**config.mk**
```make
export PLATFORM = sky130hd
export DESIGN_NAME = quality_scaled_coefficient_quantizer
export DESIGN_NICKNAME = d
export VERILOG_FILES = /design/src/design/qscq_pkg.sv /design/src/design/qscq_div_cell.sv /design/src/design/quality_scaled_coefficient_quantizer.sv
export SDC_FILE = /design/constraint.sdc
export NUM_CORES = 2
export LEC_CHECK = 0
export ABC_AREA = 0
export BUFFER_PORTS_ARGS = -buffer_cell sky130_fd_sc_hd__buf_2
export CAP_MARGIN = 10
export CORE_MARGIN = 1.5
export CORE_UTILIZATION = 35
export CTS_CLUSTER_DIAMETER = 80
export DETAILED_ROUTE_END_ITERATION = 7
export HOLD_SLACK_MARGIN = 0.06
export PLACE_DENSITY = 0.48
export SLEW_MARGIN = 15
export SYNTH_ARGS = -nofsm -noshare
export SYNTH_HDL_FRONTEND = slang
export SYNTH_HIERARCHICAL = 1
export SYNTH_SLANG_ARGS = --single-unit
export TNS_END_PERCENT = 30
```
**constraint.sdc**
```tcl
create_clock -name aclk -period 52.5 [get_ports aclk]
set_clock_uncertainty 0.1 [all_clocks]
set_input_delay 0 -clock aclk [delete_from_list [all_inputs] [get_ports aclk]]
set_output_delay 0 -clock aclk [all_outputs]
set_load 0.005 [all_outputs]
```
**src/design/qscq_pkg.sv**
```systemverilog
package qscq_pkg;

    // Field widths of the transaction payloads.
    localparam int COEF_W   = 13;
    localparam int LEVEL_W  = 14;
    localparam int QUAL_W   = 7;
    localparam int POS_W    = 6;

    // Step division: numerator up to 12150, divisor up to 100.
    localparam int SNUM_W   = 14;
    localparam int SDEN_W   = 7;
    // Level division: numerator up to 4266, divisor (step) up to 341.
    localparam int TNUM_W   = 13;
    localparam int STEP_W   = 9;

    localparam int BASE_W   = 7;

    localparam logic [QUAL_W-1:0] QUALITY_RESET = 7'd100;
    localparam logic [QUAL_W-1:0] QUALITY_SPLIT = 7'd50;
    localparam logic [QUAL_W-1:0] QUALITY_MAX   = 7'd100;
    localparam logic [QUAL_W-1:0] SCALE_DIV     = 7'd100;
    localparam logic [QUAL_W-1:0] ROUND_ADD     = 7'd50;
    localparam logic [7:0]        SCALE_TOP     = 8'd200;

    localparam logic [STEP_W-1:0] STEP_MAX      = 9'd341;
    localparam logic [STEP_W-1:0] DC_SOFT_LIMIT = 9'd8;
    localparam logic [STEP_W-1:0] AC_SOFT_LIMIT = 9'd24;

    // Base quantization tables, stored in zigzag order.
    localparam logic [BASE_W-1:0] LUMA_BASE [64] = '{
        7'd16, 7'd11, 7'd12, 7'd14, 7'd12, 7'd10, 7'd16, 7'd14,
        7'd13, 7'd14, 7'd18, 7'd17, 7'd16, 7'd19, 7'd24, 7'd40,
        7'd26, 7'd24, 7'd22, 7'd22, 7'd24, 7'd49, 7'd35, 7'd37,
        7'd29, 7'd40, 7'd58, 7'd51, 7'd61, 7'd60, 7'd57, 7'd51,
        7'd56, 7'd55, 7'd64, 7'd72, 7'd92, 7'd78, 7'd64, 7'd68,
        7'd87, 7'd69, 7'd55, 7'd56, 7'd80, 7'd109, 7'd81, 7'd87,
        7'd95, 7'd98, 7'd103, 7'd104, 7'd103, 7'd62, 7'd77, 7'd113,
        7'd121, 7'd112, 7'd100, 7'd120, 7'd92, 7'd101, 7'd103, 7'd99
    };

    localparam logic [BASE_W-1:0] CHROMA_BASE [64] = '{
        7'd17, 7'd18, 7'd18, 7'd24, 7'd21, 7'd24, 7'd47, 7'd26,
        7'd26, 7'd47, 7'd99, 7'd66, 7'd56, 7'd66, 7'd99, 7'd99,
        7'd99, 7'd99, 7'd99, 7'd99, 7'd99, 7'd99, 7'd99, 7'd99,
        7'd99, 7'd99, 7'd99, 7'd99, 7'd99, 7'd99, 7'd99, 7'd99,
        7'd99, 7'd99, 7'd99, 7'd99, 7'd99, 7'd99, 7'd99, 7'd99,
        7'd99, 7'd99, 7'd99, 7'd99, 7'd99, 7'd99, 7'd99, 7'd99,
        7'd99, 7'd99, 7'd99, 7'd99, 7'd99, 7'd99, 7'd99, 7'd99,
        7'd99, 7'd99, 7'd99, 7'd99, 7'd99, 7'd99, 7'd99, 7'd99
    };

    // Base step for one table and zigzag position.
    function automatic logic [BASE_W-1:0] base_step(input logic sel,
                                                     input logic [POS_W-1:0] pos);
        base_step = sel ? CHROMA_BASE[pos] : LUMA_BASE[pos];
    endfunction

endpackage

```
**src/design/qscq_div_cell.sv**
```systemverilog
// One cell of a restoring divider chain. Each cell settles one quotient bit:
// the top numerator bit is shifted into the partial remainder, the divisor is
// subtracted when it fits, and the quotient bit enters the numerator from the
// bottom. After as many cells as the numerator has bits, the numerator
// register holds the quotient.
module qscq_div_cell
    import qscq_pkg::*;
#(
    parameter int NUM_W  = SNUM_W,
    parameter int DEN_W  = SDEN_W,
    parameter int SIDE_W = 1
) (
    input  logic              aclk,
    input  logic              aresetn,
    input  logic              en,
    input  logic              in_valid,
    input  logic [DEN_W-1:0]  in_rem,
    input  logic [NUM_W-1:0]  in_num,
    input  logic [DEN_W-1:0]  in_den,
    input  logic [SIDE_W-1:0] in_side,
    output logic              out_valid,
    output logic [DEN_W-1:0]  out_rem,
    output logic [NUM_W-1:0]  out_num,
    output logic [DEN_W-1:0]  out_den,
    output logic [SIDE_W-1:0] out_side
);

    logic              valid_reg;
    logic [DEN_W-1:0]  rem_reg;
    logic [DEN_W-1:0]  rem_next;
    logic [NUM_W-1:0]  num_reg;
    logic [NUM_W-1:0]  num_next;
    logic [DEN_W-1:0]  den_reg;
    logic [SIDE_W-1:0] side_reg;
    logic [DEN_W:0]    trial;
    logic [DEN_W:0]    diff;
    logic              fits;

    // Trial subtraction for one quotient bit.
    always_comb begin
        trial    = {in_rem, in_num[NUM_W-1]};
        diff     = trial - {1'b0, in_den};
        fits     = (trial >= {1'b0, in_den});
        rem_next = fits ? diff[DEN_W-1:0] : trial[DEN_W-1:0];
        num_next = {in_num[NUM_W-2:0], fits};
    end

    // Valid flag of the cell.
    always_ff @(posedge aclk) begin
        if (!aresetn) begin
            valid_reg <= 1'b0;
        end else if (en) begin
            valid_reg <= in_valid;
        end
    end

    // Payload moves to the next cell whenever the chain advances.
    always_ff @(posedge aclk) begin
        if (en) begin
            rem_reg  <= rem_next;
            num_reg  <= num_next;
            den_reg  <= in_den;
            side_reg <= in_side;
        end
    end

    assign out_valid = valid_reg;
    assign out_rem   = rem_reg;
    assign out_num   = num_reg;
    assign out_den   = den_reg;
    assign out_side  = side_reg;

endmodule

```
**src/design/quality_scaled_coefficient_quantizer.sv**
```systemverilog
// An accepted input transaction passes one input stage, a 14-cell step divider,
// a step shaping stage, a 13-cell level divider and the output register.
// Throughput: one transaction per cycle while the skid stage is empty; every
// divider cell settles one bit.
// Reset (aresetn low at a clock edge) empties the pipeline and sets quality
// to 100.
module quality_scaled_coefficient_quantizer
    import qscq_pkg::*;
(
    input  logic                      aclk,
    input  logic                      aresetn,
    input  logic                      quality_we,
    input  logic [QUAL_W-1:0]         quality_wdata,
    input  logic                      s_valid,
    output logic                      s_ready,
    input  logic signed [COEF_W-1:0]  s_coefficient,
    input  logic                      s_table_select,
    input  logic [POS_W-1:0]          s_position,
    input  logic                      s_last_in,
    output logic                      m_valid,
    input  logic                      m_ready,
    output logic signed [LEVEL_W-1:0] m_level,
    output logic                      m_last_out
);

    localparam int A_CELLS  = SNUM_W;
    localparam int B_CELLS  = TNUM_W;
    localparam int A_SIDE_W = COEF_W + 4;
    localparam int B_SIDE_W = 2;

    logic en;

    // Quality register.
    logic [QUAL_W-1:0] quality_reg;

    always_ff @(posedge aclk) begin
        if (!aresetn) begin
            quality_reg <= QUALITY_RESET;
        end else if (quality_we) begin
            quality_reg <= quality_wdata;
        end
    end

    // Input stage: scaled numerator and divisor of the step, coefficient
    // magnitude and position class.
    logic [QUAL_W-1:0]   q_eff;
    logic [QUAL_W-1:0]   factor;
    logic [QUAL_W-1:0]   addend;
    logic [SDEN_W-1:0]   den_next;
    logic [SNUM_W-1:0]   num_next;
    logic [BASE_W-1:0]   base;
    logic [COEF_W-1:0]   coef_u;
    logic [COEF_W-1:0]   mag;
    logic                neg;
    logic                is_dc;
    logic                is_ac_low;
    logic [A_SIDE_W-1:0] side_next;

    always_comb begin
        q_eff  = (quality_reg == '0) ? QUAL_W'(1) : quality_reg;
        base   = base_step(s_table_select, s_position);
        if (q_eff < QUALITY_SPLIT) begin
            factor   = SCALE_DIV;
            addend   = q_eff;
            den_next = {q_eff[QUAL_W-2:0], 1'b0};
        end else if (q_eff <= QUALITY_MAX) begin
            factor   = QUAL_W'(SCALE_TOP - {q_eff, 1'b0});
            addend   = ROUND_ADD;
            den_next = SCALE_DIV;
        end else begin
            factor   = '0;
            addend   = '0;
            den_next = SCALE_DIV;
        end
        num_next  = SNUM_W'(base) * SNUM_W'(factor) + SNUM_W'(addend);
        coef_u    = s_coefficient;
        neg       = coef_u[COEF_W-1];
        mag       = neg ? (~coef_u + COEF_W'(1)) : coef_u;
        is_dc     = (s_position == '0);
        is_ac_low = (s_position == POS_W'(1)) || (s_position == POS_W'(2));
        side_next = {mag, neg, is_dc, is_ac_low, s_last_in};
    end

    logic                p0_valid_reg;
    logic [SNUM_W-1:0]   p0_num_reg;
    logic [SDEN_W-1:0]   p0_den_reg;
    logic [A_SIDE_W-1:0] p0_side_reg;

    always_ff @(posedge aclk) begin
        if (!aresetn) begin
            p0_valid_reg <= 1'b0;
        end else if (en) begin
            p0_valid_reg <= s_valid;
        end
    end

    always_ff @(posedge aclk) begin
        if (en) begin
            p0_num_reg  <= num_next;
            p0_den_reg  <= den_next;
            p0_side_reg <= side_next;
        end
    end

    // Step divider chain.
    logic                a_valid [0:A_CELLS];
    logic [SDEN_W-1:0]   a_rem   [0:A_CELLS];
    logic [SNUM_W-1:0]   a_num   [0:A_CELLS];
    logic [SDEN_W-1:0]   a_den   [0:A_CELLS];
    logic [A_SIDE_W-1:0] a_side  [0:A_CELLS];

    assign a_valid[0] = p0_valid_reg;
    assign a_rem[0]   = '0;
    assign a_num[0]   = p0_num_reg;
    assign a_den[0]   = p0_den_reg;
    assign a_side[0]  = p0_side_reg;

    for (genvar i = 0; i < A_CELLS; i++) begin : g_step_div
        qscq_div_cell #(
            .NUM_W  (SNUM_W),
            .DEN_W  (SDEN_W),
            .SIDE_W (A_SIDE_W)
        ) u_cell (
            .aclk      (aclk),
            .aresetn   (aresetn),
            .en        (en),
            .in_valid  (a_valid[i]),
            .in_rem    (a_rem[i]),
            .in_num    (a_num[i]),
            .in_den    (a_den[i]),
            .in_side   (a_side[i]),
            .out_valid (a_valid[i+1]),
            .out_rem   (a_rem[i+1]),
            .out_num   (a_num[i+1]),
            .out_den   (a_den[i+1]),
            .out_side  (a_side[i+1])
        );
    end

    // Step shaping: clamp, soften the lowest positions, add half the step.
    logic [SNUM_W-1:0] raw_step;
    logic [STEP_W-1:0] step_clamped;
    logic [STEP_W-1:0] step_final;
    logic [STEP_W:0]   step_sum;
    logic [COEF_W-1:0] a_mag;
    logic              a_neg;
    logic              a_dc;
    logic              a_ac_low;
    logic              a_last;
    logic [TNUM_W-1:0] t_next;

    always_comb begin
        raw_step = a_num[A_CELLS];
        {a_mag, a_neg, a_dc, a_ac_low, a_last} = a_side[A_CELLS];
        if (raw_step == '0) begin
            step_clamped = STEP_W'(1);
        end else if (raw_step > SNUM_W'(STEP_MAX)) begin
            step_clamped = STEP_MAX;
        end else begin
            step_clamped = raw_step[STEP_W-1:0];
        end
        step_final = step_clamped;
        step_sum   = '0;
        if (a_dc && (step_clamped > DC_SOFT_LIMIT)) begin
            step_sum   = {1'b0, step_clamped} + {1'b0, AC_SOFT_LIMIT};
            step_final = STEP_W'(step_sum >> 2);
        end else if (a_ac_low && (step_clamped > AC_SOFT_LIMIT)) begin
            step_sum   = {1'b0, step_clamped} + {1'b0, AC_SOFT_LIMIT};
            step_final = STEP_W'(step_sum >> 1);
        end
        t_next = a_mag + TNUM_W'(step_final >> 1);
    end

    logic                p1_valid_reg;
    logic [TNUM_W-1:0]   p1_t_reg;
    logic [STEP_W-1:0]   p1_step_reg;
    logic [B_SIDE_W-1:0] p1_side_reg;

    always_ff @(posedge aclk) begin
        if (!aresetn) begin
            p1_valid_reg <= 1'b0;
        end else if (en) begin
            p1_valid_reg <= a_valid[A_CELLS];
        end
    end

    always_ff @(posedge aclk) begin
        if (en) begin
            p1_t_reg    <= t_next;
            p1_step_reg <= step_final;
            p1_side_reg <= {a_neg, a_last};
        end
    end

    // Level divider chain.
    logic                b_valid [0:B_CELLS];
    logic [STEP_W-1:0]   b_rem   [0:B_CELLS];
    logic [TNUM_W-1:0]   b_num   [0:B_CELLS];
    logic [STEP_W-1:0]   b_den   [0:B_CELLS];
    logic [B_SIDE_W-1:0] b_side  [0:B_CELLS];

    assign b_valid[0] = p1_valid_reg;
    assign b_rem[0]   = '0;
    assign b_num[0]   = p1_t_reg;
    assign b_den[0]   = p1_step_reg;
    assign b_side[0]  = p1_side_reg;

    for (genvar j = 0; j < B_CELLS; j++) begin : g_level_div
        qscq_div_cell #(
            .NUM_W  (TNUM_W),
            .DEN_W  (STEP_W),
            .SIDE_W (B_SIDE_W)
        ) u_cell (
            .aclk      (aclk),
            .aresetn   (aresetn),
            .en        (en),
            .in_valid  (b_valid[j]),
            .in_rem    (b_rem[j]),
            .in_num    (b_num[j]),
            .in_den    (b_den[j]),
            .in_side   (b_side[j]),
            .out_valid (b_valid[j+1]),
            .out_rem   (b_rem[j+1]),
            .out_num   (b_num[j+1]),
            .out_den   (b_den[j+1]),
            .out_side  (b_side[j+1])
        );
    end

    // Sign restore. A quotient of zero already covers a sum below the step.
    logic [LEVEL_W-1:0] level_next;
    logic               last_next;
    logic               end_valid;

    always_comb begin
        if (b_side[B_CELLS][1]) begin
            level_next = LEVEL_W'(0) - {1'b0, b_num[B_CELLS]};
        end else begin
            level_next = {1'b0, b_num[B_CELLS]};
        end
        last_next = b_side[B_CELLS][0];
        end_valid = b_valid[B_CELLS];
    end

    // Output register with a skid stage: the chain keeps moving while the result
    // channel stalls, until a result has to wait in the skid stage.
    logic               m_valid_reg;
    logic [LEVEL_W-1:0] m_level_reg;
    logic               m_last_reg;
    logic               skid_valid_reg;
    logic [LEVEL_W-1:0] skid_level_reg;
    logic               skid_last_reg;
    logic               m_free;

    assign m_free = !m_valid_reg || m_ready;
    assign en     = !skid_valid_reg;

    always_ff @(posedge aclk) begin
        if (!aresetn) begin
            m_valid_reg    <= 1'b0;
            skid_valid_reg <= 1'b0;
        end else if (skid_valid_reg) begin
            if (m_free) begin
                m_valid_reg    <= 1'b1;
                skid_valid_reg <= 1'b0;
            end
        end else if (m_free) begin
            m_valid_reg <= end_valid;
        end else if (end_valid) begin
            skid_valid_reg <= 1'b1;
        end
    end

    always_ff @(posedge aclk) begin
        if (skid_valid_reg) begin
            if (m_free) begin
                m_level_reg <= skid_level_reg;
                m_last_reg  <= skid_last_reg;
            end
        end else if (m_free) begin
            m_level_reg <= level_next;
            m_last_reg  <= last_next;
        end else begin
            skid_level_reg <= level_next;
            skid_last_reg  <= last_next;
        end
    end

    assign s_ready    = en;
    assign m_valid    = m_valid_reg;
    assign m_level    = m_level_reg;
    assign m_last_out = m_last_reg;

endmodule

```
==> summary.md <==
| Metric | Value |
|---|---|
| Result of the run | `completed` |
| Floorplan die area | `0.156 mm²` |
| Start-to-end type of the worst setup path | `register to register` |
| FP Rows | `143` |
| H-tree level count | `4` |
| Max transition margin | `0.288` |
| Clock-pin slew on the worst setup and hold paths | `0.05 ns` |
| Wire length of the first global-routing pass | `146000 µm` |
| Die height | `395 µm` |
| Required time of the critical path | `52.91 ns` |
| Count of maximum capacitance violations | `0` |
| Worst path arrival time | `6.69 ns` |
| Via/cell ratio | `4.76` |
| Area growth from synthesis to final layout | `14.5%` |
| Area of all placed cells without fillers | `0.0616 mm²` |
| DR WL/cell | `14.8 µm` |
| Total I/O pin count | `50` |
| Final worst-path cycle share | `0.120` |
| Cells along the critical path | `or3_1 -> nor3_1 -> nor2_1 -> ha_1 -> inv_1 -> a21oi_1 -> xnor2_1 -> nor2_1 -> nor2_1 -> nand2_1 -> fa_1 -> fa_1 -> inv_1 -> fa_1 -> inv_1 -> fa_1 -> inv_1 -> ha_1 -> a21oi_1 -> a2bb2oi_1 -> a21oi_1 -> o311ai_0` |
| Post-detail-place hpwl | `60000 µm` |
| Clock network latency to the later pin of the worst-skew pair | `0.73 ns` |
| Crit path capture type | `register` |
| Worst hold margin | `0.262 ns` |
| Hold depth | `6` |
| CTS tree | `built` |
| Seq. cell area | `0.0343 mm²` |
| Max FO, Critical Path | `7` |
| Post CTS Setup Buffer Count | `0` |
| Gate count of the mapped netlist | `3666` |
| Warnings from Yosys | `6` |
| Multi-input combinational cell area | `0.0178 mm²` |
| Mapped Avg Cell Area | `14.7 µm²` |
| Number of iterations in the first detailed-routing pass | `5` |
| Number of DRC markers in iteration 0 | `1522` |
| Global route overflow | `0` |
| Static Leak | `24.2 nW` |
| Transition time at the pin with the least slew margin | `1.07 ns` |
| Root buffer selected by CTS | `sky130_fd_sc_hd__clkbuf_16` |
| Final min period | `6.28 ns` |
| Total global routing track utilization | `0.114` |
| Via count of the first global-routing pass | `28.6k` |
| Final number of max-transition violations | `0` |
| Width of the chip | `395 µm` |
| Number of fill cells | `14.1k` |
| Post-synthesis instance area | `0.0538 mm²` |
| Layout cell share with drive strength beyond 1 | `0.137` |
| Max Fclk | `0.159 GHz` |
| Clock Sinks | `1156` |
| Final layout net count | `4263` |
| Hold Vio Cnt, Final | `0` |
| Vias after detailed routing | `28.7k` |
| Placed instance area | `0.0564 mm²` |
| Core outline area | `0.152 mm²` |
| Logic depth of the worst register-to-register path | `22` |
| GPL Wtd Cong | `0.800` |
| Cell with the largest stage delay on the worst path | `sky130_fd_sc_hd__fa_1` |
| Number of flip-flops in the largest register | `238` |
| Number of antenna violations at the first check in global routing | `0` |
| Antenna Cells | `0` |
| Final ANT Viol Nets | `0` |
| Total length of routed wires | `89400 µm` |
| Setup TNS | `0 ns` |
| Effective utilization at floorplan | `0.353` |
| Maximum ir drop on the vdd rail | `0.0287 mV` |
| Buffer levels on the longest clock path | `3` |
| Maximum number of pins on one net before global-route repair | `163` |
| PwrDens | `54.7 mW/mm²` |
| Number of design rule violations left after detail routing | `0` |
| Number of buffers added by the clock tree synthesis step | `135` |
| Setup-failing EPs final | `0` |
| CP peak stage delay | `0.55 ns` |
| Worst min-delay path class | `input pin to register` |
| Sort of element at the start of the critical path | `register` |
| Port Buf Inserts | `49` |
| Unrepaired setup endpoints after global routing | `no` |
routing by layer:
layer | vias to the layer above | GRT usage | wire [µm]
li1 | 14300 | - | -
met1 | 13900 | 0.145 | 40500
met2 | 416 | 0.191 | 43300
met3 | 159 | 0.0260 | 3410
met4 | 0 | 0.0386 | 2160
met5 | - | 0 | 0
report_power, final:
part           leakage, nW  total, W  switching, W  internal, W
Clock                 2.13  0.000921      0.000360     0.000561
Sequential            12.0   0.00141     0.0000933      0.00132
Combinational         10.1   0.00103      0.000544     0.000487
Total                 24.2   0.00337      0.000998      0.00237
area by class of cell:
| class | instances | area share |
|---|---|---|
| Sequential cell | 1156 | 0.557 |
| Multi-Input combinational cell | 2099 | 0.288 |
| Clock buffer | 170 | 0.0587 |
| Tap cell | 2030 | 0.0412 |
| Inverter | 372 | 0.0234 |
| Timing Repair Buffer | 138 | 0.0186 |
| Clock inverter | 65 | 0.0123 |
cell usage in the layout (no fill, tap or decap), types with 32 or more instances in the layout:
cell                            instances
sky130_fd_sc_hd__a21oi_1              114
sky130_fd_sc_hd__a21o_1                40
sky130_fd_sc_hd__nor2b_1               59
sky130_fd_sc_hd__mux2_4                83
sky130_fd_sc_hd__mux2i_1              105
sky130_fd_sc_hd__nand2_1              132
sky130_fd_sc_hd__buf_2                 49
sky130_fd_sc_hd__nor3_1                34
sky130_fd_sc_hd__edfxtp_1            1118
sky130_fd_sc_hd__nand3_1               61
sky130_fd_sc_hd__nand2b_1              77
sky130_fd_sc_hd__dlygate4sd3_1         77
sky130_fd_sc_hd__ha_1                 275
sky130_fd_sc_hd__fa_1                  53
sky130_fd_sc_hd__conb_1                35
sky130_fd_sc_hd__xor2_1                35
sky130_fd_sc_hd__mux2_1                32
sky130_fd_sc_hd__dfxtp_1               38
sky130_fd_sc_hd__clkbuf_16            139
sky130_fd_sc_hd__nor2_1               177
sky130_fd_sc_hd__o211ai_1              49
sky130_fd_sc_hd__o21a_1                32
sky130_fd_sc_hd__o21ai_0               54
sky130_fd_sc_hd__xnor2_1               74
sky130_fd_sc_hd__inv_1                350
timing repair:
item                      CTS  global route
hold endpoints to repair   81             0
gates resized for setup     0             0
hold buffers               77             0
critical path: cells and delay by family, from the launching register on:
kind	cells	cell delay, ns
compound gates	5	1.20
xor+xnor	1	0.20
fa+ha+maj	6	2.67
buf+inv	4	0.20
flops	1	0.37
simple gates	6	1.30
through the flow:
stage               utilization  total power (W)  setup WS (ns)  cells
finish                    0.404          0.00337          46.22   6030
global route              0.404          0.00358          45.83   6030
CTS                       0.404          0.00342          46.23   6030
detailed placement        0.371          0.00247          46.28   5718
global placement          0.371          0.00245          46.27   5718
floorplan                     -          0.00225          17.10   3700
path summary, 6_finish.rpt:
kind | slack, ns | to | startpoint
worst min-delay path | 0.26 | p0_side_reg[5] | s_coefficient[0]
worst max register to register | 46.22 | p0_num_reg[13] | quality_reg[2]
worst min register to register | 0.31 | g_level_div[8].u_cell/out_num[9] | g_level_div[7].u_cell/out_num[8]
worst max-delay path | 46.22 | p0_num_reg[13] | quality_reg[2]
Note: power is estimated with default switching activity, not from simulation.
